==> src/rtl/core/tmps_pkg.sv <==
// Shared widths, register codes, cell control type and saturating add for the path-sum block.
package tmps_pkg;

   localparam int MAX_LEVELS_DEFAULT = 128;
   localparam int VALUE_W            = 16;
   localparam int SUM_W              = 32;
   localparam int BEST_W             = 31;
   localparam int LEVEL_W            = 8;
   localparam int CSR_DATA_W         = 32;
   localparam int CSR_ADDR_W         = 3;

   // register index, taken from paddr above the byte offset
   typedef enum logic [0:0] {
      REG_LEVEL_COUNT = 1'b0
   } csr_reg_type;

   localparam logic [LEVEL_W-1:0] LEVEL_COUNT_RESET = LEVEL_W'(1);

   localparam logic signed [SUM_W-1:0] SUM_MAX = {1'b0, {(SUM_W-1){1'b1}}};
   localparam logic signed [SUM_W-1:0] SUM_MIN = {1'b1, {(SUM_W-1){1'b0}}};

   // per-cell control: shift the row towards the head, load the new partial sum
   typedef struct packed {
      logic shift;
      logic load;
   } cell_ctl_type;

   function automatic logic signed [SUM_W-1:0] sat_add(
      input logic signed [SUM_W-1:0] a,
      input logic signed [SUM_W-1:0] b
   );
      logic signed [SUM_W:0] s;
      s = {a[SUM_W-1], a} + {b[SUM_W-1], b};
      if (s[SUM_W] != s[SUM_W-1]) begin
         sat_add = s[SUM_W] ? SUM_MIN : SUM_MAX;
      end else begin
         sat_add = s[SUM_W-1:0];
      end
   endfunction

endpackage

==> src/rtl/core/tmps_cell.sv <==
// One cell of the stored row of best partial sums.
module tmps_cell (
   input  logic                                clock,
   input  tmps_pkg::cell_ctl_type              ctl,
   input  logic signed [tmps_pkg::SUM_W-1:0]   upstream,
   input  logic signed [tmps_pkg::SUM_W-1:0]   new_sum,
   output logic signed [tmps_pkg::SUM_W-1:0]   value
);

   logic signed [tmps_pkg::SUM_W-1:0] value_ff;
   logic signed [tmps_pkg::SUM_W-1:0] value_in;

   always_comb begin
      value_in = value_ff;
      if (ctl.load) begin
         value_in = new_sum;
      end else if (ctl.shift) begin
         value_in = upstream;
      end
   end

   always_ff @(posedge clock) begin
      value_ff <= value_in;
   end

   assign value = value_ff;

endmodule

==> config.mk <==
export PLATFORM = sky130hd
export DESIGN_NAME = tmps_cell
export DESIGN_NICKNAME = d
export VERILOG_FILES = /design/src/rtl/core/tmps_pkg.sv /design/src/rtl/core/tmps_cell.sv
export SDC_FILE = /design/constraint.sdc
export NUM_CORES = 1
export LEC_CHECK = 0
export CAP_MARGIN = 10
export CORE_MARGIN = 3
export CORE_UTILIZATION = 48
export CTS_BUF_LIST = sky130_fd_sc_hd__clkbuf_8 sky130_fd_sc_hd__clkbuf_16
export DETAILED_ROUTE_END_ITERATION = 16
export DONT_BUFFER_PORTS = 1
export GPL_ROUTABILITY_DRIVEN = 0
export PLACE_DENSITY = 0.69
export REMOVE_ABC_BUFFERS = 1
export SYNTH_ARGS = -nofsm -noshare
export SYNTH_HDL_FRONTEND = slang
export SYNTH_SLANG_ARGS = --single-unit
==> constraint.sdc <==
create_clock -name clock -period 2.83 [get_ports clock]
set_input_delay 0.1415 -clock clock [delete_from_list [all_inputs] [get_ports clock]]
set_output_delay 0.1415 -clock clock [all_outputs]
set_load 0.05 [all_outputs]
==> flow_metrics.env, run 1 <==
export IMPL_critPathArrivalTime_ns=0.91
export IMPL_cts_buffers=5
export IMPL_path_class="register to primary output"
export IMPL_synth_async_sr_flop_share_pct=0
export IMPL_initial_utilization_pct=52.4
export IMPL_final_setup_tns_ns=0
export IMPL_drt_wl_total_um=2230
export IMPL_hold_class="input pin to register"
export IMPL_powerDensity_mw_per_mm2=735
export IMPL_top_usage_layer="met2"
export IMPL_ys_seq_area_share_pct=63.7
export IMPL_clock_sinks=32
export IMPL_hold_violations=0
export IMPL_grt_use_total_pct=11.1
export IMPL_start_kind="register"
export IMPL_synth_area_leaders="edfxtp_1 (64%), mux2_4 (29%), buf_12 (4.0%)"
export IMPL_maxSlewHeadroom_pct=58.5
export IMPL_run_status="completed"
export IMPL_drtIter0Drc=18
export IMPL_drc=0
export IMPL_syn_avg_cell_area_sq_um=21.9
export IMPL_cts_hold_buf=0
export IMPL_synthCells=69
export IMPL_power_leakage_uw=0.000618
export IMPL_worstPathMaxFanout=1
export IMPL_dpl_cell_count=108
export IMPL_global_route_usage_met3_pct=6.61
export IMPL_firstDrtPassIters=3
export IMPL_drive_above_1_share_pct=53.5
export IMPL_dp_hpwl_um=1690
export IMPL_met2_usage_pct=18.5
export IMPL_ys_types=6
export IMPL_crit_end="value[19]"
export IMPL_synthToLayoutAreaGrowth_pct=3.82
export IMPL_die_w_um=62.0
export IMPL_yosys_area_top_type="edfxtp_1"
export IMPL_instances_no_fill=113
export IMPL_synth_ff_latch_count=32
export IMPL_ys_flop_type="edfxtp_1"
export IMPL_n_fill_cell=241
export IMPL_synth_edf_count=32
export IMPL_vdd_ir_drop_worst_mv=0.347
export IMPL_rows=19
export IMPL_final_antenna_net_count=0
export IMPL_cap_violations=0
export IMPL_via_count=607
export IMPL_synth_top_area_share_pct=63.7
export IMPL_grt_overflow_total=0
export IMPL_die_height_um=62.0
export IMPL_antenna_found_initial=0
export IMPL_path_depth=0
export IMPL_via_per_inst=5.37
export IMPL_grt_max_degree=34
export IMPL_startpoint="value[19]"
export IMPL_cts_buffer_depth=2
export IMPL_clock_root_buffer="clkbuf_8"
export IMPL_worstPathRequired_ns=2.69
export IMPL_ios=99
export IMPL_grt_pass1_wl_um=2730
export IMPL_end_kind="primary output"
export IMPL_synthTopCellsByCount="edfxtp_1 (32), mux2_4 (29), buf_12 (3), mux2_2 (3)"
export IMPL_layout_nets=140
export IMPL_die_area_sq_mm=0.00385
export IMPL_syn_cell_area_sq_mm=0.00151
export IMPL_cts_setup_buffers=0
export IMPL_min_period_ns=1.05
export IMPL_first_global_vias=550
export IMPL_worst_pin_slew_ns=0.622
export IMPL_synth_warnings=0
export IMPL_cts_tree="built"
export IMPL_yosysMostFrequentCell="edfxtp_1"
export IMPL_clock_fmax_mhz=949
export IMPL_hold_start="new_sum[12]"
export IMPL_h_tree_depth=2
export IMPL_grt_use_met1_pct=9.52
export IMPL_largest_reg_flops=32
export IMPL_io_buffers=0
export IMPL_antenna_cells=0
export IMPL_core_area_sq_mm=0.00288
export IMPL_path_clk_slew_ns=0.06
export IMPL_setup_violations=0
export IMPL_wl_per_cell_um=19.7
export IMPL_drv_slew=0
export IMPL_rsz0062_at_grt="false"
export IMPL_finalCritPeriodShare_pct=37.2
export IMPL_ctsResizeCount=0
cell families after synthesis:
| family | Yosys count | synth area share (%) |
|---|---|---|
| mux | 32 | 31.1 |
| buf+inv | 4 | 4.73 |
| flops | 32 | 63.7 |
| simple gates | 1 | 0.415 |
where the power goes:
part	total, uW	internal (uW)	switching, uW
clock network	289	158	131
registers	791	589	203
logic	70.3	53.1	17.2
layout make-up:
class / count / area [sq um] / share of cell area (%)
tap: 42 / 52.6 / 3.36
multi-input combinational: 33 / 475 / 30.4
timing repair buffer: 1 / 7.51 / 0.480
clock buffer: 5 / 68.8 / 4.40
sequential: 32 / 961 / 61.4
routing by layer:
metal | vias to the layer above | wire length [um]
met2 | 57 | 1190
li1 | 272 | -
met1 | 276 | 684
met4 | 0 | 12
met5 | - | 0
met3 | 2 | 344
metrics by stage:
step / power [uW] / worst slack, ns / util (%) / instance area [sq um] / hold WS [ns]
2_1_floorplan: 857 / 1.56 / - / 1440 / 0.359
3_5_place_dp: 874 / 1.47 / 52.0 / 1500 / 0.362
6_report: 1150 / 1.78 / 54.4 / 1570 / 0.0889
5_1_grt: 1200 / 1.69 / 54.4 / 1570 / 0.0666
4_1_cts: 1170 / 1.75 / 54.4 / 1570 / 0.0761
3_3_place_gp: 872 / 1.50 / 52.0 / 1500 / 0.360
worst min path at each step:
stage / endpoint / slack (ns) / cells past startpoint
after floorplan: value[0] / 0.36 / 1
after global placement: value[7] / 0.36 / 1
after detailed placement: value[1] / 0.36 / 1
after CTS: value[12] / 0.08 / 1
after global routing: value[21] / 0.07 / 1
final: value[12] / 0.09 / 1
placed cells by master, fill, tap and decap left out, drive strengths merged:
cell type and instances:
buf 1, clkbuf 5, edfxtp 32, or2 1, mux2 32
Note: power is estimated with default switching activity, not from simulation.
==> inputs of run 2 (changes only) <==
- ABC_AREA: unset -> 1
- PLACE_DENSITY: 0.69 -> 0.71
- clock period: 2.83 -> 0.9 ns (I/O delays scaled with it)
==> run 2 against run 1 <==
Net effect: the flow now finishes with violations (negative setup slack); sequential power grew 140%; critical endpoint is now value[16]; setup slack lost 1.8 ns; final cell count rose by 140%.
==> flow_metrics.env, run 2 <==
export IMPL_drive_above_1_share_pct=17.7
export IMPL_synth_area_leaders="edfxtp_1 (69%), nand2_1 (26%), buf_6 (3.2%)"
export IMPL_yosys_area_top_type="edfxtp_1"
export IMPL_synthToLayoutAreaGrowth_pct=80.3
export IMPL_synth_edf_count=32
export IMPL_largest_reg_flops=32
export IMPL_via_per_inst=5.77
export IMPL_firstDrtPassIters=4
export IMPL_io_buffers=0
export IMPL_critPathArrivalTime_ns=0.90
export IMPL_worst_pin_slew_ns=0.517
export IMPL_worstPathMaxFanout=1
export IMPL_ys_flop_type="edfxtp_1"
export IMPL_min_period_ns=0.946
export IMPL_synthTopCellsByCount="nand2_1 (96), edfxtp_1 (32), buf_6 (4), buf_4 (3)"
export IMPL_finalCritPeriodShare_pct=105
export IMPL_utilization_pct=96.7
export IMPL_vdd_ir_drop_worst_mv=2.02
export IMPL_first_global_vias=1470
export IMPL_synth_async_sr_flop_share_pct=0
export IMPL_cp_slowest_cell="edfxtp_1"
export IMPL_drt_wl_total_um=6780
export IMPL_register_area_sq_um=961
export IMPL_hold_violations=0
export IMPL_syn_cell_area_sq_mm=0.00140
export IMPL_final_cell_mix="nand2_1 (96), dlygate4sd3_1 (64), edfxtp_1 (32)"
export IMPL_instances_no_fill=268
export IMPL_grt_pass1_wl_um=7360
export IMPL_dp_hpwl_um=2210
export IMPL_grt_overflow_total=0
export IMPL_end_kind="primary output"
export IMPL_p_total_uw=4730
export IMPL_ys_types=6
export IMPL_yosysMostFrequentCell="nand2_1"
export IMPL_layout_commonest_cell="nand2_1"
export IMPL_synth_top_area_share_pct=68.6
export IMPL_cts_buffers=5
export IMPL_synth_warnings=0
export IMPL_cts_buffer_depth=2
export IMPL_dpl_cell_count=194
export IMPL_drtIter0Drc=137
export IMPL_drv_slew=0
export IMPL_die_area_sq_mm=0.00360
export IMPL_ys_seq_area_share_pct=68.6
export IMPL_ios=99
export IMPL_core_area_sq_mm=0.00261
export IMPL_worstPathCellList="buf_6"
export IMPL_cp_slowest_stage_delay_ns=0.43
export IMPL_path_delay_family="flip-flops"
export IMPL_hold_class="input pin to register"
export IMPL_layout_nets=303
export IMPL_critPathBufInv=1
export IMPL_grt_use_total_pct=29.4
export IMPL_run_status="finished with violations"
export IMPL_power_leakage_uw=0.00113
export IMPL_fin_ws_ns=-0.0460
export IMPL_synth_ff_latch_count=32
export IMPL_grt_max_degree=33
export IMPL_syn_avg_cell_area_sq_um=10.2
export IMPL_path_class="register to primary output"
export IMPL_h_tree_depth=2
export IMPL_n_fill_cell=48
export IMPL_setup_violations=17
export IMPL_via_count=1546
export IMPL_cts_tree="built"
export IMPL_clock_root_buffer="clkbuf_8"
export IMPL_clock_sinks=32
export IMPL_die_height_um=60.0
export IMPL_rsz0062_at_grt="true"
export IMPL_maxSlewHeadroom_pct=65.6
export IMPL_final_antenna_net_count=0
export IMPL_clock_fmax_mhz=1060
export IMPL_start_kind="register"
export IMPL_antenna_found_initial=1
export IMPL_initial_utilization_pct=53.6
export IMPL_wl_per_cell_um=25.3
export IMPL_rows=18
export IMPL_failed_checks="negative setup slack"
export IMPL_powerDensity_mw_per_mm2=1870
export IMPL_multi_input_area_sq_um=367
export IMPL_cap_violations=0
export IMPL_holdWs_ns=0.172
export IMPL_path_clk_slew_ns=0.07
export IMPL_drc=0
export IMPL_worstPathRequired_ns=0.85
export IMPL_synthCells=137
export IMPL_die_w_um=60.0
-- run 2: cell count changes after synthesis, sizes merged --
cell	before	now
buf	4	7
nand2	0	96
mux2	32	0
inv	0	1
-- run 2: power breakdown --
| part | switching [uW] | internal, uW | total (uW) |
|---|---|---|---|
| Combinational | 890 | 550 | 1440 |
| Clock | 554 | 806 | 1360 |
| Sequential | 94.9 | 1840 | 1930 |
| Total | 1540 | 3190 | 4730 |
-- run 2: path summary, 6_finish.rpt --
path                       from   endpoint  slack (ns)  cells past startpoint
worst max-delay path  value[16]  value[16]       -0.05                      1
worst min-delay path     ctl[0]  value[29]        0.17                      3
-- run 2: final cells by class --
cell class	instances	area share [%]
tap	30	1.49
multi-input combinational	97	14.5
inverter	1	0.248
antenna	1	0.0991
sequential	32	38.0
clock buffer	5	2.72
timing repair buffer	99	41.4
clock inverter	3	1.49
-- run 2: logic make-up after synthesis --
group                  share of synthesized area (%)
AND/OR/NAND/NOR                                 26.2
buffers and inverters                           5.27
flip-flops                                      68.6
-- run 2: per-layer routing --
layer	track usage, %	part of all wire (%)	routed length [um]	up-vias
li1	-	-	-	637
met1	31.6	30	2060	704
met5	3.17	0	0	-
met3	10.4	11	716	40
met4	16.5	5.5	370	0
met2	49.5	54	3630	165
-- run 2: timing repair --
action | CTS | global route
cloned | 0 | 0
endpoints found under the setup margin | 10 | 39
endpoints found under the hold margin | 32 | 0
resized for setup | 10 | 21
setup buffers | 0 | 0
hold buffers | 65 | 0
pin swaps | 0 | 0
-- run 2: through the flow --
| stage | cell area (sq um) | worst slack [ns] | TNS [ns] |
|---|---|---|---|
| floorplan | 1330 | 0.0143 | 0 |
| global placement | 1650 | 0.0955 | 0 |
| detailed placement | 1650 | 0.0856 | 0 |
| CTS | 2450 | -0.0257 | -0.0759 |
| global route | 2530 | -0.0443 | -0.672 |
| finish | 2530 | -0.0460 | -0.283 |
